$ cat src/rtl/core/hgsc_pkg.sv
// Shared types, constants and helpers for the heat grid stencil block.
package hgsc_pkg;

  localparam int ROWS = 8;
  localparam int COLS = 8;

  // Grid index space is fixed by the 3-bit row and column fields.
  localparam int CELL_AW     = 6;
  localparam int GRID_SLOTS  = 1 << CELL_AW;
  localparam int BOTTOM_SLOTS = 8;

  // Front queue depth, power of two.
  localparam int QDEPTH   = 2;
  localparam int QPTR_W   = (QDEPTH > 1) ? $clog2(QDEPTH) : 1;
  localparam int QCNT_W   = $clog2(QDEPTH + 1);

  localparam int COEF_W   = 12;
  localparam int CFG_W    = 36;

  localparam logic [2:0] LAST_ROW = 3'(ROWS - 1);
  localparam logic [2:0] LAST_COL = 3'(COLS - 1);

  // Command codes
  localparam logic CMD_SET  = 1'b0;
  localparam logic CMD_STEP = 1'b1;

  // Configuration register indexes
  localparam logic [1:0] CFG_COEF_TOP    = 2'd0;
  localparam logic [1:0] CFG_COEF_MIDDLE = 2'd1;
  localparam logic [1:0] CFG_COEF_BOTTOM = 2'd2;
  localparam logic [1:0] CFG_COOLING     = 2'd3;

  typedef struct packed {
    logic       command;
    logic [2:0] column;
    logic [7:0] heat;
  } in_word_t;

  typedef struct packed {
    logic [2:0] row;
    logic [2:0] col;
    logic [7:0] new_heat;
    logic       last;
  } out_word_t;

  // Decoded job handed from front to back
  typedef struct packed {
    logic       is_step;
    logic [2:0] column;
    logic [7:0] heat;
  } job_t;

  typedef struct packed {
    logic [CFG_W-1:0] coef_top;
    logic [CFG_W-1:0] coef_middle;
    logic [CFG_W-1:0] coef_bottom;
    logic [7:0]       cooling;
  } cfg_t;

  typedef enum logic [1:0] {
    ST_IDLE,
    ST_TAPS,
    ST_DRAIN,
    ST_FINISH
  } back_state_t;

  typedef enum logic [1:0] {
    SRC_ZERO,
    SRC_GRID,
    SRC_BOTTOM
  } tap_src_t;

  function automatic logic [CELL_AW-1:0] cell_index(logic [2:0] r, logic [2:0] c);
    return CELL_AW'(r * COLS) + CELL_AW'(c);
  endfunction

endpackage

$ cat src/rtl/core/heat_grid_stencil_cooling.sv
// Top level: configuration registers, front decoder/queue and stencil back end.
// Order: a set word writes the bottom row when the idle back end takes it from
//   the queue; a step emits one cell word per cell after its tap reads, pipeline
//   drain and finish, and the finish waits while the output is stalled.
// Serialisation: steps run one at a time, limited by the single grid memory
//   read port and the one shared multiply-accumulate.
// Reset: synchronous active low; clears coefficients, cooling, bottom row and
//   marks the grid as all zero at once, so no clearing pass is needed.
module heat_grid_stencil_cooling import hgsc_pkg::*; (
  input  logic             clk,
  input  logic             rst_n,
  // input word channel
  input  logic             in_valid,
  output logic             in_stall,
  input  in_word_t         in_data,
  // result word channel
  output logic             out_valid,
  input  logic             out_stall,
  output out_word_t        out_data,
  // configuration writes
  input  logic             cfg_we,
  input  logic [1:0]       cfg_index,
  input  logic [CFG_W-1:0] cfg_wdata
);

  cfg_t cfg_r;
  logic job_valid;
  job_t job;
  logic job_take;

  // Coefficient words hold three 12-bit signed taps: left, centre, right.
  always_ff @(posedge clk) begin
    if (!rst_n) begin
      cfg_r <= '0;
    end else if (cfg_we) begin
      unique case (cfg_index)
        CFG_COEF_TOP:    cfg_r.coef_top    <= cfg_wdata;
        CFG_COEF_MIDDLE: cfg_r.coef_middle <= cfg_wdata;
        CFG_COEF_BOTTOM: cfg_r.coef_bottom <= cfg_wdata;
        CFG_COOLING:     cfg_r.cooling     <= cfg_wdata[7:0];
        default:         cfg_r             <= cfg_r;
      endcase
    end
  end

  // Front: accepts words even while the back end is mid-step, until its queue is full.
  hgsc_front u_front (
    .clk       (clk),
    .rst_n     (rst_n),
    .in_valid  (in_valid),
    .in_stall  (in_stall),
    .in_data   (in_data),
    .job_valid (job_valid),
    .job       (job),
    .job_take  (job_take)
  );

  // Back: ping-pong grid banks so every cell of a step sees the old grid.
  hgsc_back u_back (
    .clk       (clk),
    .rst_n     (rst_n),
    .job_valid (job_valid),
    .job       (job),
    .job_take  (job_take),
    .cfg       (cfg_r),
    .out_valid (out_valid),
    .out_stall (out_stall),
    .out_data  (out_data)
  );

endmodule

$ cat src/rtl/core/hgsc_front.sv
// Front end: takes input words, decodes the command and queues jobs.
module hgsc_front import hgsc_pkg::*; (
  input  logic     clk,
  input  logic     rst_n,
  input  logic     in_valid,
  output logic     in_stall,
  input  in_word_t in_data,
  output logic     job_valid,
  output job_t     job,
  input  logic     job_take
);

  job_t              q_r [QDEPTH];
  logic [QPTR_W-1:0] wr_ptr_r;
  logic [QPTR_W-1:0] rd_ptr_r;
  logic [QCNT_W-1:0] count_r;
  logic              push;
  logic              pop;
  job_t              decoded;

  always_comb begin
    decoded.is_step = (in_data.command == CMD_STEP);
    decoded.column  = in_data.column;
    decoded.heat    = in_data.heat;
  end

  assign in_stall  = (count_r == QCNT_W'(QDEPTH));
  assign push      = in_valid && !in_stall;
  assign job_valid = (count_r != '0);
  assign pop       = job_take && job_valid;
  assign job       = q_r[rd_ptr_r];

  always_ff @(posedge clk) begin
    if (push) begin
      q_r[wr_ptr_r] <= decoded;
    end
  end

  always_ff @(posedge clk) begin
    if (!rst_n) begin
      wr_ptr_r <= '0;
      rd_ptr_r <= '0;
      count_r  <= '0;
    end else begin
      if (push) wr_ptr_r <= wr_ptr_r + 1'b1;
      if (pop)  rd_ptr_r <= rd_ptr_r + 1'b1;
      case ({push, pop})
        2'b10:   count_r <= count_r + 1'b1;
        2'b01:   count_r <= count_r - 1'b1;
        default: count_r <= count_r;
      endcase
    end
  end

endmodule

$ cat src/rtl/core/hgsc_back.sv
// Back end: bottom row writes and the per-cell 3x3 stencil sequencer.
module hgsc_back import hgsc_pkg::*; (
  input  logic      clk,
  input  logic      rst_n,
  input  logic      job_valid,
  input  job_t      job,
  output logic      job_take,
  input  cfg_t      cfg,
  output logic      out_valid,
  input  logic      out_stall,
  output out_word_t out_data
);

  localparam logic signed [4:0] ROWS_S = 5'(ROWS);
  localparam logic signed [4:0] COLS_S = 5'(COLS);

  back_state_t state_r, state_nxt;
  logic [2:0]  row_r, row_nxt;
  logic [2:0]  col_r, col_nxt;
  logic [1:0]  tap_dr_r, tap_dr_nxt;
  logic [1:0]  tap_dc_r, tap_dc_nxt;
  logic        bank_r;
  logic        grid_clr_r;

  logic [7:0]  bottom_r [BOTTOM_SLOTS];
  logic [7:0]  grid_mem [2*GRID_SLOTS];
  logic [7:0]  mem_q_r;
  logic [7:0]  bot_q_r;

  logic                      s1_v_r;
  tap_src_t                  s1_src_r;
  logic signed [COEF_W-1:0]  s1_coef_r;
  logic                      s1_centre_r;
  logic                      s2_v_r;
  logic signed [20:0]        s2_prod_r;
  logic signed [23:0]        acc_r;
  logic [7:0]                centre_r;

  logic        out_valid_r;
  out_word_t   out_r;

  logic        issue;
  logic        acc_clr;
  logic        fire;
  logic        last_cell;

  logic signed [4:0]        tap_row;
  logic signed [4:0]        tap_col;
  tap_src_t                 tap_src;
  logic [CFG_W-1:0]         coef_row;
  logic signed [COEF_W-1:0] tap_coef;
  logic [7:0]               s1_data;
  logic signed [23:0]       acc_bias;
  logic [7:0]               raw_heat;
  logic [7:0]               cooled;

  // Tap coordinates and source
  always_comb begin
    tap_row = $signed({2'b00, row_r}) + $signed({3'b000, tap_dr_r}) - 5'sd1;
    tap_col = $signed({2'b00, col_r}) + $signed({3'b000, tap_dc_r}) - 5'sd1;
    if (tap_col < 5'sd0 || tap_col >= COLS_S || tap_row < 5'sd0 || tap_row > ROWS_S) begin
      tap_src = SRC_ZERO;
    end else if (tap_row == ROWS_S) begin
      tap_src = SRC_BOTTOM;
    end else begin
      tap_src = SRC_GRID;
    end
  end

  always_comb begin
    case (tap_dr_r)
      2'd0:    coef_row = cfg.coef_top;
      2'd1:    coef_row = cfg.coef_middle;
      default: coef_row = cfg.coef_bottom;
    endcase
    case (tap_dc_r)
      2'd0:    tap_coef = $signed(coef_row[11:0]);
      2'd1:    tap_coef = $signed(coef_row[23:12]);
      default: tap_coef = $signed(coef_row[35:24]);
    endcase
  end

  // Stage 1 data: grid reads as zero until the first step has finished
  always_comb begin
    case (s1_src_r)
      SRC_GRID:   s1_data = grid_clr_r ? 8'd0 : mem_q_r;
      SRC_BOTTOM: s1_data = bot_q_r;
      default:    s1_data = 8'd0;
    endcase
  end

  // Divide by 256 toward zero, add modulo 256, then cool
  always_comb begin
    acc_bias = acc_r + (acc_r[23] ? 24'sd255 : 24'sd0);
    raw_heat = centre_r + acc_bias[15:8];
    cooled   = (raw_heat > cfg.cooling) ? (raw_heat - cfg.cooling) : 8'd0;
  end

  assign last_cell = (row_r == LAST_ROW) && (col_r == LAST_COL);

  always_comb begin
    state_nxt  = state_r;
    row_nxt    = row_r;
    col_nxt    = col_r;
    tap_dr_nxt = tap_dr_r;
    tap_dc_nxt = tap_dc_r;
    job_take   = 1'b0;
    issue      = 1'b0;
    acc_clr    = 1'b0;
    fire       = 1'b0;
    unique case (state_r)
      ST_IDLE: begin
        if (job_valid) begin
          job_take = 1'b1;
          if (job.is_step) begin
            row_nxt    = 3'd0;
            col_nxt    = 3'd0;
            tap_dr_nxt = 2'd0;
            tap_dc_nxt = 2'd0;
            acc_clr    = 1'b1;
            state_nxt  = ST_TAPS;
          end
        end
      end
      ST_TAPS: begin
        issue = 1'b1;
        if (tap_dc_r == 2'd2) begin
          tap_dc_nxt = 2'd0;
          if (tap_dr_r == 2'd2) begin
            tap_dr_nxt = 2'd0;
            state_nxt  = ST_DRAIN;
          end else begin
            tap_dr_nxt = tap_dr_r + 2'd1;
          end
        end else begin
          tap_dc_nxt = tap_dc_r + 2'd1;
        end
      end
      ST_DRAIN: begin
        if (!s1_v_r && !s2_v_r) state_nxt = ST_FINISH;
      end
      ST_FINISH: begin
        if (!out_valid_r || !out_stall) begin
          fire    = 1'b1;
          acc_clr = 1'b1;
          if (last_cell) begin
            state_nxt = ST_IDLE;
          end else begin
            state_nxt = ST_TAPS;
            if (col_r == LAST_COL) begin
              col_nxt = 3'd0;
              row_nxt = row_r + 3'd1;
            end else begin
              col_nxt = col_r + 3'd1;
            end
          end
        end
      end
      default: state_nxt = ST_IDLE;
    endcase
  end

  // Grid memory: old grid in bank_r, new grid written to the other bank
  always_ff @(posedge clk) begin
    if (fire) begin
      grid_mem[{~bank_r, cell_index(row_r, col_r)}] <= cooled;
    end
    mem_q_r <= grid_mem[{bank_r, cell_index(tap_row[2:0], tap_col[2:0])}];
  end

  always_ff @(posedge clk) begin
    bot_q_r   <= bottom_r[tap_col[2:0]];
    s1_src_r  <= tap_src;
    s1_coef_r <= tap_coef;
    s1_centre_r <= (tap_dr_r == 2'd1) && (tap_dc_r == 2'd1);
    s2_prod_r <= s1_coef_r * $signed({1'b0, s1_data});
    if (s1_v_r && s1_centre_r) centre_r <= s1_data;
    if (fire) begin
      out_r.row      <= row_r;
      out_r.col      <= col_r;
      out_r.new_heat <= cooled;
      out_r.last     <= last_cell;
    end
  end

  always_ff @(posedge clk) begin
    if (!rst_n) begin
      state_r     <= ST_IDLE;
      row_r       <= '0;
      col_r       <= '0;
      tap_dr_r    <= '0;
      tap_dc_r    <= '0;
      bank_r      <= 1'b0;
      grid_clr_r  <= 1'b1;
      s1_v_r      <= 1'b0;
      s2_v_r      <= 1'b0;
      acc_r       <= '0;
      out_valid_r <= 1'b0;
      for (int i = 0; i < BOTTOM_SLOTS; i++) bottom_r[i] <= 8'd0;
    end else begin
      state_r  <= state_nxt;
      row_r    <= row_nxt;
      col_r    <= col_nxt;
      tap_dr_r <= tap_dr_nxt;
      tap_dc_r <= tap_dc_nxt;
      s1_v_r   <= issue;
      s2_v_r   <= s1_v_r;
      if (acc_clr) begin
        acc_r <= '0;
      end else if (s2_v_r) begin
        acc_r <= acc_r + {{3{s2_prod_r[20]}}, s2_prod_r};
      end
      if (fire && last_cell) begin
        bank_r     <= ~bank_r;
        grid_clr_r <= 1'b0;
      end
      if (job_take && !job.is_step) bottom_r[job.column] <= job.heat;
      out_valid_r <= (out_valid_r && out_stall) || fire;
    end
  end

  assign out_valid = out_valid_r;
  assign out_data  = out_r;

  a_finish_drained: assert property (@(posedge clk) disable iff (!rst_n)
    (state_r == ST_FINISH) |-> (!s1_v_r && !s2_v_r))
    else $error("finish with taps in flight");

  a_last_corner: assert property (@(posedge clk) disable iff (!rst_n)
    (out_valid_r && out_r.last) |-> (out_r.row == LAST_ROW && out_r.col == LAST_COL))
    else $error("last flag off the final cell");

  a_take_idle: assert property (@(posedge clk) disable iff (!rst_n)
    job_take |-> (state_r == ST_IDLE && job_valid))
    else $error("job taken while busy");

endmodule
$ cat config.mk
export PLATFORM = sky130hd
export DESIGN_NAME = heat_grid_stencil_cooling
export DESIGN_NICKNAME = d
export VERILOG_FILES = /design/src/rtl/core/hgsc_pkg.sv /design/src/rtl/core/heat_grid_stencil_cooling.sv /design/src/rtl/core/hgsc_front.sv /design/src/rtl/core/hgsc_back.sv
export SDC_FILE = /design/constraint.sdc
export NUM_CORES = 2
export LEC_CHECK = 0
export BUFFER_PORTS_ARGS = -buffer_cell sky130_fd_sc_hd__buf_2
export CORE_ASPECT_RATIO = 0.8
export CORE_MARGIN = 1
export CORE_UTILIZATION = 40
export DETAILED_ROUTE_END_ITERATION = 8
export GPL_ROUTABILITY_DRIVEN = 0
export PLACE_DENSITY = 0.55
export SETUP_SLACK_MARGIN = 0.2
export SLEW_MARGIN = 10
export SYNTH_ARGS = -nofsm -noshare
export SYNTH_HDL_FRONTEND = slang
export SYNTH_SLANG_ARGS = --single-unit
$ cat constraint.sdc
create_clock -name clk -period 11 [get_ports clk]
set_clock_uncertainty 0.05 [all_clocks]
set_input_delay 1.1 -clock clk [delete_from_list [all_inputs] [get_ports clk]]
set_output_delay 1.1 -clock clk [all_outputs]
set_load 0.05 [all_outputs]
==> results <==
- The run finished with clean final reports.
- The clock network power share is 37.2%.
- The achievable frequency is 0.151 GHz.
- The initial standard-cell utilization of the core is 40.3%.
- The floorplan step defined a core boundary enclosing 145000 sq um.
- The worst setup path is launched from a register.
- The post-synth net total is 3993.
- The number of setup buffers added after CTS is 0.
- In the final routed layout, each cell accounts on average for 24.5 um.
- Row generation in the floorplan step produced 125 rows.
- The net count of the finished layout is 4077.
- The internal portion of total power is 8840 uW.
- The cell at the root of the clock tree is clkbuf_16.
- After clock tree synthesis, the clock-pin slew on the worst setup and hold paths is 0.06 ns.
- After layout, the worst path uses 60.1% of the clock period.
- The layer with the highest usage is met2.
- Global routing used 3.68% of the available met3 tracks.
- The most frequent cell on the critical path is ha_1.
- In the routed layout, each cell is associated on average with a via count of 5.43.
- The worst setup path is captured at a register.
- The switching share of power is 25.8%.
- The first-pass GRT wire length is 214 mm.
- For this run, design rule violations remaining after detail routing come to 0.
- In this run, post-CTS repair resized a total of 0 instances.
- The net switching power is 3060 uW.
- The category of the critical setup timing path is register to register.
- After synthesis, the share of flip-flops with an asynchronous set or reset is 0%.
- The latest clock arrival within the worst-skew pair is 0.77 ns.
- Setup repair after global routing left no endpoint under its margin.
- The overall die area is 148000 sq um.
- The maximum buffer depth of the clock tree is 3.
- 72 I/O pins were placed.
- Entering global routing, the biggest net connects 101 pins.
- Leaving out fill and tap cells, the most frequent cells in the layout are edfxtp_1, nand2_1, nor2_1.
- After synthesis, the cell types taking the most area are edfxtp_1, mux4_2, dfxtp_1.
- The die is 429 um wide.
- For this design, the slowest cell found on the critical path is buf_4.
- In this run, distinct cell masters in the synthesized netlist total 75.
- The critical path buffer and inverter count is 3.
- The most used flip-flop cell after synthesis is edfxtp_1.
- The leakage power of the design is 0.0218 uW.
- The instance count of the mapped netlist is 3745.
- The number of global-route vias before repair is 32100.
- The count of filler cells inserted in the layout is 12800.
- The number of buffers added on ports is 71.
- The total number of H-tree levels is 4.
- The largest single stage delay on the critical path is 0.81 ns.
- Broken down by cell family, the worst path's largest delay share belongs to compound AO/OA/AOI/OAI gates.
- The count of final max-slew check failures came to 0.
- Counting flops with a built-in enable in the synthesized netlist gives 1135.
- The final period demand of the worst path is 6.61 ns.
- Relative to the synthesized area, the layout overhead comes to 11.4%.
- The commonest non-fill, non-tap cell in the layout is edfxtp_1.
- The class of the most critical hold timing path is register to register.
- The final hold violation count came to 0.
- STA puts the critical path data arrival time at 6.97 ns.
- The count of endpoints failing setup in the final report is 0.
- At the pin with the least slew margin, the transition time is 1.17 ns.
- The flip-flop and latch count after synthesis is 1349.
- The final route contains 31700 vias.
- Global routing finished with a remaining overflow of 0.
- The number of non-filler instances in the completed layout is 5837.
- The share of final-layout standard cells stronger than drive strength 1 is 16.5%.
- After synthesis, the largest area contributor takes up 58.3% of total cell area.
- The final HPWL from detailed placement is 88.9 mm.
- Headroom to the max-slew limit came out at 21.4%.
- The floorplan die height is 344 um.
- The combinational power share is 14.8%.
- The count of nets left with antenna violations once routing finished came out at 0.
- The global-route track usage on met1 is 28.7%.
- Of the synthesized area, sequential elements account for 65.6%.
- The endpoint required time on the critical path is 11.36 ns.
- Across the VDD grid, the largest voltage drop is 0.000159 V.
- The first TritonRoute pass finished after 8 iterations.
- The leading area contributor after synthesis is edfxtp_1.
- The violation count after the first detailed-route iteration is 2725.
- For this design, the sink count on the clock tree is 1349.
- After detailed placement, the design holds a cell count of 5597.
- In the global route stage, overall resource usage came out at 19.5%.
- Along the worst path, the maximum fanout reaches 89.
- The setup TNS is 0 ns.
- Global routing used 29.8% of the available met2 tracks.
- For this run, the number of Yosys warnings is 0.
- Traced cell by cell, the critical path runs through ha_1 > a31o_2 > a21o_1 > a21oi_1 > o21ba_2 > xnor2_1 > ha_1 > inv_1 > fa_1 > xnor2_1 > ha_1 > nor2b_1 > o21ai_0 > a21boi_0 > o21ai_0 > a21boi_0 > o21a_1 > o22ai_1 > nor3_2 > buf_4 > buf_4.
- Of the total power, registers draw 48.0%.
- The number of buffers created by CTS is 135.
- In this run, post-CTS hold repair placed 0 buffers.
- After synthesis, the mean cell area works out to 15.6 sq um.
- The CTS tree is built.
- Power spread over the standard cell area amounts to 183 nW/um^2.
- The number of antenna violations at the first check in global routing is 2.
- The post-synthesis cell area is 58500 sq um.
- Summed over all layers, the routed wires come to 143 mm.
- Across the run, the number of max-cap violations was 0.
sequential cells by signal (all words and copies together) (netlist names), 3 cells and up, named ones only:
signal / cells
u_back.grid_mem: 1024
cfg_r: 116
u_back.bottom_r: 64
u_back.acc_r: 24
u_front.q_r: 24
u_back.s2_prod_r: 21
u_back.out_data: 15
u_back.s1_coef_r: 12
u_back.bot_q_r: 8
u_back.centre_r: 8
u_back.mem_q_r: 8
u_back.col_r: 3
u_back.row_r: 3
synth_stat cells, types with 75 or more instances:
| master | n |
|---|---|
| inv_1 | 171 |
| dfxtp_1 | 214 |
| ha_1 | 110 |
| mux2i_1 | 95 |
| fa_1 | 83 |
| clkbuf_1 | 118 |
| o21ai_0 | 75 |
| nand2_1 | 428 |
| a21oi_1 | 98 |
| nor2_1 | 307 |
| edfxtp_1 | 1135 |
| mux4_2 | 297 |
| a21boi_0 | 119 |
cell type report:
type	instances	area [sq um]	area share, %
Sequential cell	1349	38400	58.9
Multi-Input combinational cell	2038	18700	28.7
Clock buffer	188	3740	5.75
Tap cell	1905	2380	3.66
Timing Repair Buffer	131	846	1.30
Inverter	174	653	1.00
Clock inverter	48	428	0.657
Antenna cell	4	10.0	0.0154
metrics by stage:
step / setup slack, ns / instance area (sq um) / utilization (%) / hold slack, ns / total power, uW
floorplan: 1.15 / 58500 / - / 0.390 / 6980
global placement: 4.55 / 60900 / 42.0 / 0.402 / 7600
detailed placement: 4.47 / 60900 / 42.0 / 0.408 / 7600
CTS: 4.45 / 65100 / 44.9 / 0.416 / 12000
global route: 3.93 / 65100 / 44.9 / 0.432 / 12300
finish: 4.39 / 65100 / 44.9 / 0.413 / 11900
power groups by stage:
stage                     sequential [uW]  clock, uW  combinational (uW)
after floorplan                      5800          0                1180
after global placement               5820          0                1780
after detailed placement             5820          0                1780
after CTS                            5710       4530                1790
after global routing                 5720       4710                1870
final                                5710       4430                1760
tightest hold or removal path, stage by stage (launching register included):
cell      delay, ns
dfxtp_1        0.30
nand2_1        0.04
a21boi_0       0.06
final timing paths:
check / end / start / slack (ns) / depth (start not counted)
setup / recovery: u_back.out_data[8]$_DFFE_PP_ / u_back.acc_r[23]$_SDFFE_PP0P_ / 4.39 / 21
hold / removal: cfg_r[88]$_SDFFE_PN0P_ / cfg_r[88]$_SDFFE_PN0P_ / 0.41 / 2
hold reg to reg: cfg_r[88]$_SDFFE_PN0P_ / cfg_r[88]$_SDFFE_PN0P_ / 0.41 / 2
setup reg to reg: u_back.out_data[8]$_DFFE_PP_ / u_back.acc_r[23]$_SDFFE_PP0P_ / 4.39 / 21
cell families (layout without fill, tap and decap cells):
logic type               count (synthesis)  in the layout  synth area share, %
AO/OA/AOI/OAI                          433            433                 4.87
XOR/XNOR                                51             51                0.860
adder cells (fa/ha/maj)                193            193                 5.20
buffers and inverters                  358            541                 2.63
flip-flops                            1349           1349                 65.6
multiplexers                           417            417                 13.9
other                                    0              4                    0
AND/OR/NAND/NOR                        944            944                 6.89
per-layer routing:
| layer | routed length (um) | up-vias |
|---|---|---|
| li1 | - | 14200 |
| met1 | 67000 | 16400 |
| met2 | 64600 | 870 |
| met3 | 8620 | 197 |
| met4 | 3070 | 0 |
| met5 | 0 | - |
Note: power is estimated with default switching activity, not from simulation.
